<file path="src/hdl/c1dzp_pkg.sv">
// Shared constants, codes and types of the zero-padded 1D convolution block.
package c1dzp_pkg;

  localparam int MAX_TAPS   = 5;
  localparam int NUM_COEFS  = 5;
  localparam int FRAC_BITS  = 12;
  localparam int SAMPLE_W   = 16;
  localparam int COEF_W     = 16;
  localparam int PROD_W     = SAMPLE_W + COEF_W;
  localparam int SUM_W      = PROD_W + 4;
  localparam int VALUE_W    = 23;
  localparam int INDEX_W    = 16;
  localparam int MASK_W     = 3;
  localparam int CFG_IDX_W  = 3;
  localparam int CFG_DATA_W = 16;
  localparam int TAP_IDX_W  = 3;
  localparam int OUT_DATA_W = 40;

  typedef enum logic [CFG_IDX_W-1:0] {
    CFG_COEF_0        = 3'd0,
    CFG_COEF_1        = 3'd1,
    CFG_COEF_2        = 3'd2,
    CFG_COEF_3        = 3'd3,
    CFG_COEF_4        = 3'd4,
    CFG_MASK_WIDTH    = 3'd5,
    CFG_SIGNAL_LENGTH = 3'd6
  } cfg_reg_t;

  typedef logic signed [SAMPLE_W-1:0] sample_t;
  typedef logic signed [COEF_W-1:0]   coef_t;
  typedef logic signed [PROD_W-1:0]   prod_t;
  typedef logic signed [SUM_W-1:0]    sum_t;

endpackage

</file>
<file path="src/hdl/conv1d_zero_padded_top.sv">
// Top level of the streaming zero-padded 1D convolution block.
//
// Usage:
//   in_*   : one signed 16-bit sample per beat, in signal order.
//   out_*  : one result per beat; tdata = {pad, out_index, out_value},
//            tlast marks the last result of a signal.
//   cfg_*  : register writes (coefficients, mask width, signal length),
//            always ready; write only while the block is idle.
// Throughput: one sample per cycle in steady state while out_* is not stalled.
// The last sample of a signal flushes up to three results through the single
// result issue slot, so input holds at the end of each signal until they issue.
// Path: a result leaves on out_* once the sample that completes it has passed the
// history/job register, the product register and the result register, in order.
// Reset: history cleared, position back to zero, registers at their defaults
// (identity mask of five taps, length 1024); no beats are pending.
// Stall: a result held on out_* keeps the stages behind it full; once the
// job slot is taken, in_tready drops until the receiver takes a beat.
module conv1d_zero_padded_top (
  input  logic                                clk,
  input  logic                                rst_n,
  // in_tdata: [15:0] sample
  input  logic                                in_tvalid,
  output logic                                in_tready,
  input  logic [c1dzp_pkg::SAMPLE_W-1:0]      in_tdata,
  // out_tdata: [22:0] out_value, [38:23] out_index, [39] zero
  output logic                                out_tvalid,
  input  logic                                out_tready,
  output logic [c1dzp_pkg::OUT_DATA_W-1:0]    out_tdata,
  output logic                                out_tlast,
  input  logic                                cfg_valid,
  output logic                                cfg_ready,
  input  logic [c1dzp_pkg::CFG_IDX_W-1:0]     cfg_index,
  input  logic [c1dzp_pkg::CFG_DATA_W-1:0]    cfg_data
);

  // Configuration registers
  c1dzp_pkg::coef_t                    coef_r [c1dzp_pkg::NUM_COEFS];
  logic [c1dzp_pkg::MASK_W-1:0]        mask_width_r;
  logic [c1dzp_pkg::INDEX_W-1:0]       signal_length_r;

  // Sample history (newest at 0) and position of the next sample
  c1dzp_pkg::sample_t                  hist_r   [c1dzp_pkg::MAX_TAPS];
  c1dzp_pkg::sample_t                  hist_nxt [c1dzp_pkg::MAX_TAPS];
  logic [c1dzp_pkg::INDEX_W-1:0]       count_r, count_nxt;

  // Job slot: results still owed for the newest sample
  logic                                job_valid_r, job_valid_nxt;
  logic                                job_flush_r, job_flush_nxt;
  logic [c1dzp_pkg::INDEX_W-1:0]       job_n_r, job_n_nxt;
  logic [1:0]                          job_ofs_r, job_ofs_nxt;

  // Product stage
  logic                                prod_valid_r;
  c1dzp_pkg::prod_t                    prod_r   [c1dzp_pkg::NUM_COEFS];
  c1dzp_pkg::prod_t                    prod_nxt [c1dzp_pkg::NUM_COEFS];
  logic [c1dzp_pkg::INDEX_W-1:0]       prod_index_r, prod_index_nxt;
  logic                                prod_last_r, prod_last_nxt;

  // Result stage
  logic                                out_valid_r;
  logic [c1dzp_pkg::VALUE_W-1:0]       out_value_r, out_value_nxt;
  logic [c1dzp_pkg::INDEX_W-1:0]       out_index_r;
  logic                                out_last_r;

  logic [c1dzp_pkg::MASK_W-1:0]        taps;
  logic [1:0]                          half;
  logic [c1dzp_pkg::INDEX_W-1:0]       last_pos;
  logic                                at_end;
  logic                                in_accept;
  logic                                res_en, prod_en;
  logic                                job_issue, job_done;
  logic                                hist_clear;
  c1dzp_pkg::sum_t                     sum;

  assign cfg_ready = 1'b1;

  // Register writes; codes beyond the list are dropped
  always_ff @(posedge clk) begin
    if (!rst_n) begin
      coef_r[0]       <= '0;
      coef_r[1]       <= '0;
      coef_r[2]       <= c1dzp_pkg::coef_t'(1 << c1dzp_pkg::FRAC_BITS);
      coef_r[3]       <= '0;
      coef_r[4]       <= '0;
      mask_width_r    <= c1dzp_pkg::MASK_W'(c1dzp_pkg::MAX_TAPS);
      signal_length_r <= c1dzp_pkg::INDEX_W'(1024);
    end else if (cfg_valid && cfg_ready) begin
      case (c1dzp_pkg::cfg_reg_t'(cfg_index))
        c1dzp_pkg::CFG_COEF_0:        coef_r[0] <= c1dzp_pkg::coef_t'(cfg_data);
        c1dzp_pkg::CFG_COEF_1:        coef_r[1] <= c1dzp_pkg::coef_t'(cfg_data);
        c1dzp_pkg::CFG_COEF_2:        coef_r[2] <= c1dzp_pkg::coef_t'(cfg_data);
        c1dzp_pkg::CFG_COEF_3:        coef_r[3] <= c1dzp_pkg::coef_t'(cfg_data);
        c1dzp_pkg::CFG_COEF_4:        coef_r[4] <= c1dzp_pkg::coef_t'(cfg_data);
        c1dzp_pkg::CFG_MASK_WIDTH:    mask_width_r <= cfg_data[c1dzp_pkg::MASK_W-1:0];
        c1dzp_pkg::CFG_SIGNAL_LENGTH: signal_length_r <= cfg_data;
        default: ;
      endcase
    end
  end

  // Effective tap count: zero means one, clamp at the coefficient count
  always_comb begin
    if (mask_width_r == '0) begin
      taps = c1dzp_pkg::MASK_W'(1);
    end else if (mask_width_r > c1dzp_pkg::MASK_W'(c1dzp_pkg::MAX_TAPS)) begin
      taps = c1dzp_pkg::MASK_W'(c1dzp_pkg::MAX_TAPS);
    end else begin
      taps = mask_width_r;
    end
  end
  assign half = taps[2:1];

  // Length zero wraps to a last position of 65535
  assign last_pos = signal_length_r - c1dzp_pkg::INDEX_W'(1);
  assign at_end   = !(count_r < last_pos);

  // Stage enables: advance a stage when the one ahead moves or is empty
  assign res_en    = !out_valid_r || out_tready;
  assign prod_en   = !prod_valid_r || res_en;
  assign job_issue = job_valid_r && prod_en;
  assign job_done  = job_issue && (!job_flush_r || job_ofs_r == 2'd0);
  assign in_tready = !job_valid_r || job_done;
  assign in_accept = in_tvalid && in_tready;
  assign hist_clear = job_done && job_flush_r;

  // History shift, position count and job load
  always_comb begin
    for (int k = 0; k < c1dzp_pkg::MAX_TAPS; k++) begin
      hist_nxt[k] = hist_clear ? '0 : hist_r[k];
    end
    count_nxt     = count_r;
    job_valid_nxt = job_valid_r;
    job_flush_nxt = job_flush_r;
    job_n_nxt     = job_n_r;
    job_ofs_nxt   = job_ofs_r;

    if (job_issue) begin
      if (job_done) begin
        job_valid_nxt = 1'b0;
      end else begin
        job_ofs_nxt = job_ofs_r - 2'd1;
      end
    end

    if (in_accept) begin
      for (int k = c1dzp_pkg::MAX_TAPS - 1; k > 0; k--) begin
        hist_nxt[k] = hist_clear ? '0 : hist_r[k-1];
      end
      hist_nxt[0] = c1dzp_pkg::sample_t'(in_tdata);
      job_n_nxt   = count_r;
      if (at_end) begin
        // Flush every remaining position, none before position zero
        job_valid_nxt = 1'b1;
        job_flush_nxt = 1'b1;
        job_ofs_nxt   = (count_r < c1dzp_pkg::INDEX_W'(half)) ? count_r[1:0] : half;
        count_nxt     = '0;
      end else begin
        job_valid_nxt = (count_r >= c1dzp_pkg::INDEX_W'(half));
        job_flush_nxt = 1'b0;
        job_ofs_nxt   = half;
        count_nxt     = count_r + c1dzp_pkg::INDEX_W'(1);
      end
    end
  end

  always_ff @(posedge clk) begin
    if (!rst_n) begin
      for (int k = 0; k < c1dzp_pkg::MAX_TAPS; k++) begin
        hist_r[k] <= '0;
      end
      count_r     <= '0;
      job_valid_r <= 1'b0;
      job_flush_r <= 1'b0;
    end else begin
      for (int k = 0; k < c1dzp_pkg::MAX_TAPS; k++) begin
        hist_r[k] <= hist_nxt[k];
      end
      count_r     <= count_nxt;
      job_valid_r <= job_valid_nxt;
      job_flush_r <= job_flush_nxt;
    end
  end

  always_ff @(posedge clk) begin
    job_n_r   <= job_n_nxt;
    job_ofs_r <= job_ofs_nxt;
  end

  // Products for output index n - ofs; tap j reads the sample d = ofs + half - j
  // back, skipped when it lies ahead of n or before position zero
  always_comb begin
    logic signed [3:0] d;
    logic              use_tap;
    c1dzp_pkg::sample_t tap;
    d       = '0;
    use_tap = 1'b0;
    tap     = '0;
    for (int j = 0; j < c1dzp_pkg::NUM_COEFS; j++) begin
      d = $signed(4'(job_ofs_r)) + $signed(4'(half)) - $signed(4'(j));
      use_tap = (c1dzp_pkg::MASK_W'(j) < taps) && (d >= 4'sd0) &&
                (d < $signed(4'(c1dzp_pkg::MAX_TAPS))) &&
                (c1dzp_pkg::INDEX_W'(d) <= job_n_r);
      tap = use_tap ? hist_r[d[c1dzp_pkg::TAP_IDX_W-1:0]] : '0;
      prod_nxt[j] = c1dzp_pkg::prod_t'(coef_r[j]) * c1dzp_pkg::prod_t'(tap);
    end
    prod_index_nxt = job_n_r - c1dzp_pkg::INDEX_W'(job_ofs_r);
    prod_last_nxt  = job_flush_r && (job_ofs_r == 2'd0);
  end

  always_ff @(posedge clk) begin
    if (!rst_n) begin
      prod_valid_r <= 1'b0;
    end else if (prod_en) begin
      prod_valid_r <= job_issue;
    end
  end

  always_ff @(posedge clk) begin
    if (prod_en) begin
      for (int j = 0; j < c1dzp_pkg::NUM_COEFS; j++) begin
        prod_r[j] <= prod_nxt[j];
      end
      prod_index_r <= prod_index_nxt;
      prod_last_r  <= prod_last_nxt;
    end
  end

  // Sum of products, floor shift by the fraction bits
  always_comb begin
    sum = '0;
    for (int j = 0; j < c1dzp_pkg::NUM_COEFS; j++) begin
      sum = sum + c1dzp_pkg::sum_t'(prod_r[j]);
    end
    out_value_nxt = sum[c1dzp_pkg::FRAC_BITS +: c1dzp_pkg::VALUE_W];
  end

  always_ff @(posedge clk) begin
    if (!rst_n) begin
      out_valid_r <= 1'b0;
    end else if (res_en) begin
      out_valid_r <= prod_valid_r;
    end
  end

  always_ff @(posedge clk) begin
    if (res_en) begin
      out_value_r <= out_value_nxt;
      out_index_r <= prod_index_r;
      out_last_r  <= prod_last_r;
    end
  end

  assign out_tvalid = out_valid_r;
  assign out_tlast  = out_last_r;
  assign out_tdata  = {1'b0, out_index_r, out_value_r};

endmodule

</file>
<file path="config.mk">
export PLATFORM = sky130hd
export DESIGN_NAME = conv1d_zero_padded_top
export DESIGN_NICKNAME = d
export VERILOG_FILES = /design/src/hdl/c1dzp_pkg.sv /design/src/hdl/conv1d_zero_padded_top.sv
export SDC_FILE = /design/constraint.sdc
export NUM_CORES = 2
export LEC_CHECK = 0
export ABC_AREA = 1
export BUFFER_PORTS_ARGS = -buffer_cell sky130_fd_sc_hd__buf_2
export CAP_MARGIN = 25
export CORE_UTILIZATION = 35
export CTS_CLUSTER_DIAMETER = 30
export DETAILED_ROUTE_END_ITERATION = 16
export PLACE_DENSITY = 0.57
export RECOVER_POWER = 25
export REMOVE_ABC_BUFFERS = 1
export SLEW_MARGIN = 0
export SYNTH_ARGS = -nofsm -noshare
export SYNTH_HDL_FRONTEND = slang
export SYNTH_SLANG_ARGS = --single-unit
</file>
<file path="constraint.sdc">
create_clock -name clk -period 21.7 [get_ports clk]
set_input_delay 2.17 -clock clk [delete_from_list [all_inputs] [get_ports clk]]
set_output_delay 2.17 -clock clk [all_outputs]
set_load 0.02 [all_outputs]
</file>
==> summary.md <==
| Metric | Value |
|---|---|
| Crit Path Max Fanout | `88` |
| Final-report setup violation count | `0` |
| Fin crit share | `0.515` |
| RSZ-0062 raised after global routing | `no` |
| Max Root-Sink Buffers | `3` |
| Worst Min Path Start | `prod_index_r[5]$_DFFE_PN_` |
| Vert. Die Dim | `461 microns` |
| Worst hold path depth | `0` |
| Die X | `roughly 460 microns` |
| Main synth FF type | `edfxtp_1` |
| Worst skew pair latency | `around 0.78 ns` |
| Fin. Hold Viols | `0` |
| Post-synthesis sequential area ratio | `0.172` |
| # hold bufs at CTS | `0` |
| Reg clk slew, reported paths | `0.05 ns` |
| Dpl cells | `about 11k` |
| Post-synth EDFFs | `395` |
| Grt total ovfl | `0` |
| TritonCTS clock tree | `done` |
| Buffers on Ports | `81` |
| Worst rel slew slack | `-0.876` |
| Worst path arrival time | `11.60 ns` |
| Worst setup path class | `flip-flop to flip-flop` |
| Io pins | `84` |
| Fmax | `89.5 MHz` |
| Mapped Area | `73,600 sq um` |
| Via/cell ratio | `just under 5` |
| Count leader, synth | `inv_1` |
| RR Endpoint | `prod_r[0][93]$_DFFE_PN_` |
| FF-to-FF setup slack | `10.52 ns` |
| Inserted Clock Buffers | `113` |
| Initial antenna violation count | `16` |
| Fraction of layout cells with a size suffix above 1 | `0.0467` |
| Rows | `167` |
| Post-synth ARST share | `0` |
| Period minus WS final | `11.18 ns` |
| Slew Viols, Final | `84` |
| Mean post-synth cell area | `8.70 sq um` |
| R2R depth | `37` |
| WHS Endpoint | `out_index_r[5]$_DFFE_PP_` |
| Syn Inst Count | `approximately 8.5k` |
| Final nets | `between 10k and 15k` |
| Commonest cells post-synth | `inv_1, nand2_1, fa_1` |
| WL final | `~240 mm` |
| DR pass1 iterations | `8` |
| Via count | `56.6k` |
| Crit path required time | `22.12 ns` |
| R2r startpoint | `mask_width_r[1]$_SDFFE_PN0P_` |
| Setup TNS | `0 ns` |
| Initial drt markers | `4,785` |
| Synth area leaders | `fa_1, edfxtp_1, inv_1` |
| Initial Utilization | `0.354` |
| Hold WC Path Type | `flip-flop to flip-flop` |
| CP Capture Type | `flip-flop` |
| Yosys warns | `0` |
| Number of H-tree levels | `3` |
| Postcts setup bufs | `0` |
| PostCTS Resize Cnt | `0` |
| Distinct cell type count after synthesis | `54` |
| Final Non-Filler Cells | `11.4k` |
| Remaining DRCs | `0` |
| Area delta synth->final | `10.2%` |
| Dpl hpwl | `slightly above 200 mm` |
| Core Area | `between 200,000 and 250,000 sq um` |
| Final GP Congestion | `0.960` |
| Vias in the first global route | `around 60k` |
| Synth top area share | `0.383` |
| Status | `finished, violations left` |
| GRT Total Usage | `0.230` |
| Area leader, netlist | `fa_1` |
| Failing checks | `max-capacitance violations, max-slew violations` |
| CP peak stage delay | `~0.9 ns` |
| Slowest cell on crit path | `fa_2` |
| Root buffer cell | `clkbuf_16` |
| Yosys reg bits | `~430` |
| ANT nets after route | `0` |
| Setup crit start kind | `flip-flop` |
| Max-Cap Viols | `3` |
| Pin count of the biggest net entering global routing | `between 80 and 90` |
| Clock sinks | `~430` |
| Worst-margin pin slew | `2.81 ns` |
| Die area | `212,000 sq um` |
| Wire per inst | `21.1 microns` |
| First-pass GRT wire length | `approximately 370 mm` |
| Skew final | `0.103 ns` |
[final cells by class]
cell class,count,area [sq um]
clock inverter,85,1080
clock buffer,123,2870
fill,21200,127000
tap,2788,3490
timing repair buffer,129,800
multi-input combinational,5903,52900
antenna,16,40.0
sequential,434,12600
inverter,1960,7360
[per-layer routing]
| metal | wire length [microns] | share of wire | GRT usage |
|---|---|---|---|
| met1 | 109000 | 0.45 | 0.324 |
| met2 | 106000 | 0.44 | 0.355 |
| met3 | 17500 | 0.072 | 0.0390 |
| met4 | 8600 | 0.036 | 0.0789 |
| met5 | 78 | 0.00032 | 0 |
[cells by family after synthesis]
kind of cell             Yosys count  synth area share
adder cells (fa/ha/maj)         1919             0.470
flip-flops                       434             0.172
XOR/XNOR                         197            0.0237
AO/OA/AOI/OAI                    725            0.0547
other                              2          0.000102
multiplexers                      15           0.00204
AND/OR/NAND/NOR                 2981             0.163
buffers and inverters           2184             0.114
[per-stage QoR]
stage                     hold slack (ns)  utilization  worst slack, ns  instance area (sq um)
after floorplan                     0.400            -             8.43                  72800
after global placement              0.407        0.370            10.83                  77100
after detailed placement            0.405        0.371            10.67                  77100
after CTS                           0.429        0.390            10.55                  81100
after global routing                0.441        0.390             9.73                  81100
final                               0.428        0.390            10.52                  81100
[worst max-delay path: cells and delay by family (launching register included)]
| kind | cells | cell delay (ns) |
|---|---|---|
| adder cells (fa/ha/maj) | 11 | 5.62 |
| AO/OA/AOI/OAI | 4 | 1.31 |
| AND/OR/NAND/NOR | 12 | 1.29 |
| buffers and inverters | 10 | 2.15 |
| flip-flops | 1 | 0.34 |
[registers in the layout (all words and copies together), names as in the netlist, 16 cells and up]
register,flops
coef_r,80
count_r,16
hist_r,80
job_n_r,16
out_index_r,16
out_value_r,23
prod_index_r,16
prod_r,160
signal_length_r,16
[cell usage in the layout, fill, tap and decap left out, types with 40 or more instances in the layout]
| cell | instances |
|---|---|
| clkinv_1 | 46 |
| xnor2_1 | 40 |
| buf_2 | 78 |
| inv_1 | 1903 |
| buf_4 | 42 |
| nand2_1 | 1414 |
| nand4_1 | 55 |
| conb_1 | 66 |
| o22ai_1 | 49 |
| nand3_1 | 310 |
| nor2_1 | 1064 |
| ha_1 | 508 |
| xor2_1 | 156 |
| o21ai_0 | 249 |
| edfxtp_1 | 395 |
| a21oi_1 | 292 |
| clkbuf_16 | 113 |
| nor3_1 | 55 |
| fa_1 | 1409 |
[worst max-delay path by stage]
stage,startpoint,to,slack (ns)
after floorplan,mask_width_r[2]$_SDFFE_PN1P_,prod_r[0][91]$_DFFE_PN_,8.43
after global placement,mask_width_r[1]$_SDFFE_PN0P_,prod_r[0][95]$_DFFE_PN_,10.83
after detailed placement,mask_width_r[1]$_SDFFE_PN0P_,prod_r[0][95]$_DFFE_PN_,10.67
after CTS,mask_width_r[1]$_SDFFE_PN0P_,prod_r[0][95]$_DFFE_PN_,10.55
after global routing,mask_width_r[1]$_SDFFE_PN0P_,prod_r[0][93]$_DFFE_PN_,9.73
final,mask_width_r[1]$_SDFFE_PN0P_,prod_r[0][93]$_DFFE_PN_,10.52
Power is not shown: default switching activity piles up to over one toggle a cycle in this logic, so the estimate is an artifact.
